===== config.mk =====
export PLATFORM = sky130hd
export DESIGN_NAME = ngpc_cell
export DESIGN_NICKNAME = d
export VERILOG_FILES = /design/src/sv/ngpc_pkg.sv /design/src/sv/ngpc_cell.sv
export SDC_FILE = /design/constraint.sdc
export NUM_CORES = 1
export LEC_CHECK = 0
export BUFFER_PORTS_ARGS = -buffer_cell sky130_fd_sc_hd__buf_2
export CORE_AREA = 10 10 161 163
export DETAILED_ROUTE_END_ITERATION = 8
export DIE_AREA = 0 0 171 173
export PLACE_DENSITY = 0.65
export SLEW_MARGIN = 10
export SYNTH_ARGS = -nofsm -noshare
export SYNTH_HDL_FRONTEND = slang
export SYNTH_SLANG_ARGS = --single-unit

===== constraint.sdc =====
create_clock -name clk -period 6.5 [get_ports clk]
set_input_delay 0.65 -clock clk [delete_from_list [all_inputs] [get_ports clk]]
set_output_delay 0.65 -clock clk [all_outputs]
set_load 0.1 [all_outputs]

===== src/sv/ngpc_pkg.sv =====
// ----------------------------------------------------------------------------
// ngpc_pkg
// Shared constants and types for the nearest group point clustering block.
// ----------------------------------------------------------------------------
package ngpc_pkg;

  localparam int MAX_GROUPS  = 64;
  localparam int COUNT_WIDTH = 16;
  localparam int IDX_W       = $clog2(MAX_GROUPS);
  localparam int USED_W      = $clog2(MAX_GROUPS + 1);
  localparam int COORD_W     = 32;
  localparam int TOL_W       = 31;
  localparam int DIST_W      = 2 * COORD_W + 1;

  localparam logic [TOL_W-1:0] TOL_RESET = TOL_W'(196608);
  localparam logic [COUNT_WIDTH-1:0] COUNT_MAX = {COUNT_WIDTH{1'b1}};

  localparam logic FUNC_ADD   = 1'b0;
  localparam logic FUNC_CLEAR = 1'b1;

  // one group entry as it travels along the chain
  typedef struct packed {
    logic signed [COORD_W-1:0] seed_x;
    logic signed [COORD_W-1:0] seed_y;
    logic signed [COORD_W-1:0] cen_x;
    logic signed [COORD_W-1:0] cen_y;
    logic [COUNT_WIDTH-1:0]    count;
  } group_t;

  // control from the sequencer to every cell
  typedef struct packed {
    logic shift;                       // rotate the ring by one place
    logic load;                        // load new entry into the tail cell
    group_t load_data;
  } cell_ctl_t;

endpackage


===== src/sv/ngpc_cell.sv =====
// ----------------------------------------------------------------------------
// ngpc_cell
// One storage cell of the group ring; passes its entry on when shifted.
// ----------------------------------------------------------------------------
module ngpc_cell
  import ngpc_pkg::*;
(
  input  logic      clk,
  input  cell_ctl_t ctl,
  input  logic      is_tail,
  input  group_t    prev_entry,
  output group_t    entry
);

  group_t entry_r;

  always_ff @(posedge clk) begin
    if (ctl.load && is_tail) begin
      entry_r <= ctl.load_data;
    end else if (ctl.shift) begin
      entry_r <= prev_entry;
    end
  end

  assign entry = entry_r;

endmodule


==> summary.md <==
| Metric | Value |
|---|---|
| Routability cong. | 0.764 |
| CP max-delay cell | nand2b_4 |
| Crit path max fanout | 74 |
| Worst-path clk slew | 0.06 ns |
| Final Hold Viols | 0 |
| Vias | 4,454 |
| # Max-Cap Violations | 0 |
| Async SR Flop Fraction | 0 |
| Placed Cells incl. Taps | between 1,000 and 1,500 |
| Setup-failing EPs final | 0 |
| Min-Delay Path Class | in -> reg |
| Layout Cells excl Fill | 1,043 |
| Die H | between 150 and 200 um |
| RSZ-0062 raised after global routing | false |
| Internal power | between 0.0015 and 0.002 W |
| Cts hold-fix bufs | 0 |
| Largest delay share family, worst path | simple AND/OR/NAND/NOR gates |
| Final HPWL DP | around 17 mm |
| DR vias/cell | 4.27 |
| Port buffer count | about 440 |
| Iter 0 DRT Violations | 243 |
| CP peak stage delay | around 0.86 ns |
| Relative slew slack | 0.322 |
| Req. time, crit path | 6.56 ns |
| Maximum VDD drop | roughly 0.00014 V |
| First-pass GRT wire length | roughly 31 mm |
| Cell taking the most area after synthesis | edfxtp_1 |
| First-pass iteration count of the detailed router | 4 |
| Number of global-route vias before repair | 5,034 |
| GR Util All Layers | 0.137 |
| Period utilization | 0.381 |
| Initial core utilization | 0.269 |
| Fmax | 0.404 GHz |
| Largest net degree at the start of global routing | 77 |
| Die area | 29,600 um^2 |
| Critical path startpoint category | input pin |
| Fraction of layout cells with a size suffix above 1 | 0.744 |
| Worst setup EP type | flip-flop |
| Netlist cell types | 7 |
| Syn_nets | 597 |
| Max FFs per register | ~140 |
| Fin nets | roughly 1,000 |
| Count leader, synth | edfxtp_1 |
| Post-synth EDFFs | 144 |
| CTS sink cnt | about 140 |
| H-tree depth | 4 |
| DRC | 0 |
| Antenna violations before repair | 3 |
| Synth top area cells | edfxtp_1 (71%), mux2_2 (18%), mux2_1 (9.1%) |
| Yosys Warn Count | 0 |
| Worst hold start | ctl[131] |
| Fin. max-slew vios | 0 |
| WHS Path Cells | 2 |
| Status | completed |
| Syn_area_per_cell | about 20 um^2 |
| Dominant synthesized flop cell | edfxtp_1 |
| Arrival time at the worst endpoint | 2.53 ns |
| Number of I/O pins | between 400 and 500 |
| Synth-to-layout area growth | 50.8% |
| Worst slew pin tran | 1.02 ns |
| Switching share of power | 0.401 |
| Synth top cells by count | edfxtp_1 (144), mux2_2 (95), mux2_1 (49), buf_2 (9), buf_6 (6) |
| CTS Buf Count | 17 |
| Seq pwr share | 0.356 |
| Synth Cell Area | between 6000 and 7000 um^2 |
| Row cnt | 55 |
| Worst setup path class | in -> reg |
| Setup bufs post-CTS | 0 |
| Power Density | ~360 nW/um^2 |
| TritonCTS clock tree | done |
| Core area | about 23,000 um^2 |
| Cell Area, Placed | about 8500 um^2 |
| Hold path endpoint | entry[131] |
| Crit-path cells | buf_2 > nand2_8 > nand2b_4 > buf_12 |
| Switch Pwr | between 0.001 and 0.0015 W |
| Total grt overflow | 0 |
| Combinational cell fraction of total power | 0.330 |
| Root buffer cell | clkbuf_16 |
| Leak pwr | between 4 and 5 nW |
| Syn Inst Count | around 310 |
| Post-synthesis sequential area ratio | 0.712 |
| Post-Layout Inst Area | 9160 um^2 |
| Post-DRT Antenna Nets | 0 |
| CP bufs+invs | 2 |
| Routed len/inst | between 20 and 25 um |
| Share of the synthesized area in the top cell type | 0.712 |
| Clock share of power | 0.314 |
| Gates resized, CTS repair | 0 |
| Final WL | approximately 22 mm |
| Setup Total Neg Slack | 0 ns |
| Flop and latch count out of synthesis | roughly 140 |
| Clk buf depth | 2 |
| Minimum clock period | roughly 2.5 ns |
| Die Wd | around 170 um |
-- cell families after synthesis --
| family | Yosys count | share of synthesized area |
|---|---|---|
| muxes | 144 | 0.267 |
| DFF | 144 | 0.712 |
| buffers and inverters | 15 | 0.0185 |
| and+or+nand+nor | 2 | 0.00206 |
-- power by group through the flow --
stage          registers (W)  logic, W  clock network [W]
2_1_floorplan        0.00197  0.000101                  0
3_3_place_gp         0.00119   0.00109                  0
3_5_place_dp         0.00119   0.00110                  0
4_1_cts              0.00118   0.00110            0.00107
5_1_grt              0.00119   0.00112            0.00111
6_report             0.00117   0.00109            0.00103
-- area by class of cell --
type	count	area (um^2)
Timing Repair Buffer	437	2200
Fill cell	2152	13400
Sequential cell	144	4320
Clock buffer	17	425
Antenna cell	1	2.50
Clock inverter	13	188
Multi-Input combinational cell	146	1660
Tap cell	285	357
-- cells in the final DEF (no fill, tap or decap), drive strengths merged --
cell      synthesis  final
buf              15    437
edfxtp          144    144
mux2            144    144
clkbuf            0     17
clkinv            0      5
bufinv            0      4
clkinvlp          0      2
inv               0      2
diode             0      1
nand2             1      1
nand2b            1      1
-- per-stage QoR --
step | hold slack, ns | total power [W] | util | worst slack (ns)
6_report | 0.519 | 0.00329 | 0.406 | 4.03
5_1_grt | 0.489 | 0.00341 | 0.406 | 3.87
4_1_cts | 0.490 | 0.00334 | 0.406 | 4.01
3_5_place_dp | 0.935 | 0.00229 | 0.378 | 3.55
3_3_place_gp | 0.931 | 0.00228 | 0.378 | 3.58
2_1_floorplan | 0.851 | 0.00207 | - | 1.66
-- how the worst max path moves through the flow --
| stage | startpoint | end | slack, ns | cells after the start |
|---|---|---|---|---|
| floorplan | ctl[144] | entry[0] | 1.66 | 4 |
| global placement | ctl[144] | entry[75] | 3.58 | 4 |
| detailed placement | ctl[144] | entry[76] | 3.55 | 4 |
| CTS | is_tail | entry[55] | 4.01 | 4 |
| global route | ctl[144] | entry[57] | 3.87 | 4 |
| finish | ctl[144] | entry[117] | 4.03 | 4 |
-- routing by layer --
| metal | up-vias | share of wire | GRT usage | wire length [um] |
|---|---|---|---|---|
| met2 | 281 | 0.50 | 0.239 | 10700 |
| met5 | - | 0.00046 | 0 | 10 |
| met4 | 2 | 0.012 | 0.0384 | 248 |
| met1 | 2069 | 0.34 | 0.128 | 7320 |
| li1 | 2088 | - | - | - |
| met3 | 14 | 0.15 | 0.0913 | 3220 |
Power figures use the tool's default switching activity.
