## src/sv/ngpc_pkg.sv

```systemverilog
// ----------------------------------------------------------------------------
// ngpc_pkg
// Shared constants and types for the nearest group point clustering block.
// ----------------------------------------------------------------------------
package ngpc_pkg;

  localparam int MAX_GROUPS  = 64;
  localparam int COUNT_WIDTH = 16;
  localparam int IDX_W       = $clog2(MAX_GROUPS);
  localparam int USED_W      = $clog2(MAX_GROUPS + 1);
  localparam int COORD_W     = 32;
  localparam int TOL_W       = 31;
  localparam int DIST_W      = 2 * COORD_W + 1;

  localparam logic [TOL_W-1:0] TOL_RESET = TOL_W'(196608);
  localparam logic [COUNT_WIDTH-1:0] COUNT_MAX = {COUNT_WIDTH{1'b1}};

  localparam logic FUNC_ADD   = 1'b0;
  localparam logic FUNC_CLEAR = 1'b1;

  // one group entry as it travels along the chain
  typedef struct packed {
    logic signed [COORD_W-1:0] seed_x;
    logic signed [COORD_W-1:0] seed_y;
    logic signed [COORD_W-1:0] cen_x;
    logic signed [COORD_W-1:0] cen_y;
    logic [COUNT_WIDTH-1:0]    count;
  } group_t;

  // control from the sequencer to every cell
  typedef struct packed {
    logic shift;                       // rotate the ring by one place
    logic load;                        // load new entry into the tail cell
    group_t load_data;
  } cell_ctl_t;

endpackage

```

## src/sv/ngpc_div.sv

```systemverilog
// ----------------------------------------------------------------------------
// ngpc_div
// Restoring divider for the running mean, one quotient bit per cycle.
// ----------------------------------------------------------------------------
module ngpc_div
  import ngpc_pkg::*;
(
  input  logic                     clk,
  input  logic                     rst_n,
  input  logic                     start,
  input  logic signed [DIST_W-1:0] num,     // signed numerator
  input  logic [COUNT_WIDTH:0]     den,     // positive divisor
  output logic                     done,
  output logic signed [COORD_W-1:0] quo
);

  localparam int NUM_W = DIST_W - 1;
  localparam int CNT_W = $clog2(NUM_W + 1);

  logic [NUM_W-1:0]      q_r, q_nxt;
  logic [COUNT_WIDTH:0]  rem_r, rem_nxt;
  logic [COUNT_WIDTH:0]  den_r;
  logic                  neg_r;
  logic [CNT_W-1:0]      cnt_r, cnt_nxt;
  logic                  busy_r, busy_nxt;
  logic                  done_r, done_nxt;
  logic [COUNT_WIDTH+1:0] trial;
  logic [NUM_W-1:0]      mag;

  assign mag   = num[DIST_W-1] ? NUM_W'(-num) : num[NUM_W-1:0];
  assign trial = {rem_r, q_r[NUM_W-1]};

  always_comb begin
    q_nxt    = q_r;
    rem_nxt  = rem_r;
    cnt_nxt  = cnt_r;
    busy_nxt = busy_r;
    done_nxt = 1'b0;
    if (start) begin
      q_nxt    = mag;
      rem_nxt  = '0;
      cnt_nxt  = CNT_W'(NUM_W);
      busy_nxt = 1'b1;
    end else if (busy_r) begin
      if (trial >= {1'b0, den_r}) begin
        rem_nxt = (COUNT_WIDTH+1)'(trial - {1'b0, den_r});
        q_nxt   = {q_r[NUM_W-2:0], 1'b1};
      end else begin
        rem_nxt = trial[COUNT_WIDTH:0];
        q_nxt   = {q_r[NUM_W-2:0], 1'b0};
      end
      cnt_nxt = cnt_r - 1'b1;
      if (cnt_r == CNT_W'(1)) begin
        busy_nxt = 1'b0;
        done_nxt = 1'b1;
      end
    end
  end

  always_ff @(posedge clk) begin
    if (!rst_n) begin
      busy_r <= 1'b0;
      done_r <= 1'b0;
      cnt_r  <= '0;
    end else begin
      busy_r <= busy_nxt;
      done_r <= done_nxt;
      cnt_r  <= cnt_nxt;
    end
    q_r   <= q_nxt;
    rem_r <= rem_nxt;
    if (start) begin
      den_r <= den;
      neg_r <= num[DIST_W-1];
    end
  end

  assign done = done_r;
  assign quo  = neg_r ? COORD_W'(-q_r[COORD_W-1:0]) : q_r[COORD_W-1:0];

endmodule

```

## config.mk

```make
export PLATFORM = sky130hd
export DESIGN_NAME = ngpc_div
export DESIGN_NICKNAME = d
export VERILOG_FILES = /design/src/sv/ngpc_pkg.sv /design/src/sv/ngpc_div.sv
export SDC_FILE = /design/constraint.sdc
export NUM_CORES = 1
export LEC_CHECK = 0
export BUFFER_PORTS_ARGS = -buffer_cell sky130_fd_sc_hd__buf_2
export CORE_MARGIN = 2
export CORE_UTILIZATION = 35
export CTS_CLUSTER_DIAMETER = 100
export DETAILED_ROUTE_END_ITERATION = 10
export PLACE_DENSITY_LB_ADDON = 0.25
export SYNTH_ARGS = -nofsm -noshare
export SYNTH_HDL_FRONTEND = slang
export SYNTH_SLANG_ARGS = --single-unit
```

## constraint.sdc

```tcl
create_clock -name clk -period 3.4 [get_ports clk]
set_input_delay 0 -clock clk [delete_from_list [all_inputs] [get_ports clk]]
set_output_delay 0 -clock clk [all_outputs]
set_load 0.005 [all_outputs]
```

==> impl_results.md <==
- Outcome: finished clean
- Clk root buf: clkbuf_16
- Seq/Total Area, Yosys: 40.2%
- Hold Violations, Final: 0
- Number of global-route vias before repair: 5920
- Diodes inserted: 0
- Via count: 6461
- Fin crit share: 87.6%
- Share of cells above drive strength 1: 18.3%
- NumNets Final: 1033
- Max cap viols: 0
- Drt pass-1 iters: 5
- Initial antenna violation count: 0
- Crit start category: register
- Ys Warns: 0
- Clock Pin Slew Worst Setup and Hold Paths: 0.07 ns
- Most frequent cells in the layout: buf_2 (116), nor2_1 (96), edfxtp_1 (82)
- Most common cell after layout, fill and taps aside: buf_2
- Area fraction of the dominant cell type after synthesis: 33.2%
- Main flop type after synthesis: edfxtp_1
- Post-DP HPWL: 14100 µm
- # clock sinks: 108
- CP Class: register to register
- Top cells by area, synth: edfxtp_1 (33%), dfxtp_1 (7.0%), xor2_1 (7.0%), xnor2_1 (5.4%), nor2_1 (4.9%)
- Final core utilization: 41.9%
- Gpl congestion: 0.819
- Gr ovfl total: 0
- Setup bufs post-CTS: 0
- Vias/cell: 5.36
- Synth Net Count: 915
- Worst r2r src: q_r[63]$_DFFE_PP_
- Worst hold start: num[39]
- FMAX: 336 MHz
- Mux cell area share after synthesis: 1.94%
- CTS buffer count: 9
- Worst hold stages: 3
- Reg2Reg Depth: 10
- RSZ-0062 raised after global routing: false
- Synth Instances: 808
- Total GRT Usage: 17.6%
- # port buffers: 117
- Bufs on Longest Clock Path: 2
- Worst r2r dst: rem_r[9]$_SDFFE_PP0P_
- Die Y-Extent: 150 µm
- Cell area after synthesis: 7410 µm²
- Top Ports: 118
- Initial Util: 35.5%
- Adder-Cell Fraction of Synth Area: 3.81%
- CTS tree: done
- R2r setup slk: 0.42 ns
- Core Region: 20900 µm²
- Slew headroom: 28.4%
- Setup violators final: 0
- First-pass GRT wire length: 31200 µm
- Setup Skew: 0.00923 ns
- Antenna Violating Nets Remaining: 0
- Total design power: 3480 µW
- Synth Area in Compound Gates: 19.8%
- Setup Total Neg Slack: 0 ns
- Synth cell types: 68
- H-tree depth: 3
- Main combinational cell family by area after synthesis: compound AO/OA/AOI/OAI gates
- Die area: 22400 µm²
- Crit. End Element: register
- Die W: 150 µm
- Clk_lat worst skew: 0.36 ns
- Crit path time final: 2.98 ns
- Wirelength per Cell: 16.4 µm
- Peak VDD IR: 0.206 mV
- Mean Syn Cell Area: 9.17 µm²
- Simple-gate share of the synthesized area: 18.3%
- Post-synth EDFFs: 82
- Max-slew violation count: 0
- Pwr per Cell Area: 398 nW/µm²
- Crit-path max FO: 11
- Critical Path RT: 3.65 ns
- Iteration-0 DRC Markers: 447
- Worst-Margin Slew: 1.07 ns
- Xor/xnor share of the synthesized area: 12.4%
- Post-synth ARST share: 0%
- Std-Cell Rows: 53
- Cell taking the most area after synthesis: edfxtp_1
- Hold Crit Endpoint: q_r[39]$_DFFE_PP_
- Class of the worst hold path: primary input to register
- Leakage power: 0.00333 µW
- P&R area growth vs syn: 18.0%
- Count of state elements after synthesis: 108
- Routed wire length: 19700 µm
- # DRC: 0
- Critical path arrival: 3.23 ns
- Largest net degree at the start of global routing: 69
worst max-delay path, stage by stage, from the launching register on:
cell and delay (ns):
edfxtp_1 0.36, inv_1 0.09, ha_1 0.17, inv_1 0.06
fa_1 0.39, a21o_1 0.21, a221oi_1 0.32, o22ai_1 0.25
o21a_1 0.41, or3_1 0.38, a32o_1 0.25
metrics by stage:
stage / hold slack [ns] / std cells / setup WS [ns] / instance area, µm²
global route: 0.0601 / 1206 / 0.219 / 8740
floorplan: 0.0989 / 808 / 0.461 / 7410
finish: 0.0525 / 1206 / 0.423 / 8740
global placement: 0.177 / 1172 / 0.547 / 8280
detailed placement: 0.178 / 1172 / 0.466 / 8280
CTS: 0.0327 / 1206 / 0.436 / 8740
flip-flops by register name, indices dropped and copies added, names as in the netlist:
register,cells
q_r,64
cnt_r,7
neg_r,1
den_r,17
done,1
busy_r,1
rem_r,17
layer usage:
layer | share of wire (%) | GRT usage (%)
met5 | 0 | 0
met4 | 1.5 | 4.76
met3 | 4.7 | 2.47
met2 | 46 | 27.4
met1 | 48 | 25.4
final cells by class:
type	count	area (µm²)
clock buffers	13	264
clock inverters	3	17.5
fillers	2105	12100
inverters	28	105
multi-input cells	633	4180
flip-flops and latches	108	2980
well taps	275	344
repair buffers	146	851
power by group:
group | switching [µW] | internal [µW] | total [µW]
Sequential | 87.2 | 1570 | 1660
Combinational | 419 | 352 | 771
Clock | 505 | 550 | 1060
kinds of logic after synthesis:
| family | Yosys count |
|---|---|
| and+or+nand+nor | 266 |
| buffers and inverters | 67 |
| xor gates and xnor gates | 105 |
| DFF | 108 |
| adders and majority gates | 22 |
| AOI/OAI and AO/OA | 227 |
| muxes | 13 |
synth_stat cells, drive strengths merged, types with 8 or more instances:
cell	count
inv	28
nor2b	10
nand2b	9
nand3	16
edfxtp	82
dfxtp	26
nor3	17
nand2	47
xnor2	46
nor2	96
nand4	9
or4	10
a21oi	71
o211ai	8
ha	21
o31ai	28
clkbuf	36
or3	17
xor2	59
o41ai	17
mux2	8
o21ai	51
how the worst max path moves through the flow:
stage	depth (start not counted)	from	endpoint
final	10	q_r[63]$_DFFE_PP_	rem_r[9]$_SDFFE_PP0P_
after global routing	10	q_r[63]$_DFFE_PP_	rem_r[9]$_SDFFE_PP0P_
after CTS	10	q_r[63]$_DFFE_PP_	rem_r[9]$_SDFFE_PP0P_
after detailed placement	10	q_r[63]$_DFFE_PP_	rem_r[9]$_SDFFE_PP0P_
after global placement	10	q_r[63]$_DFFE_PP_	rem_r[9]$_SDFFE_PP0P_
after floorplan	11	q_r[63]$_DFFE_PP_	rem_r[1]$_SDFFE_PP0P_
repair_timing:
| item | 4_1_cts | 5_1_grt |
|---|---|---|
| resized for setup | 0 | 0 |
| hold endpoints to repair | 19 | 0 |
| endpoints found under the setup margin | 0 | 0 |
| hold buffers | 18 | 0 |
No activity file was read; power rests on OpenSTA's default activity.
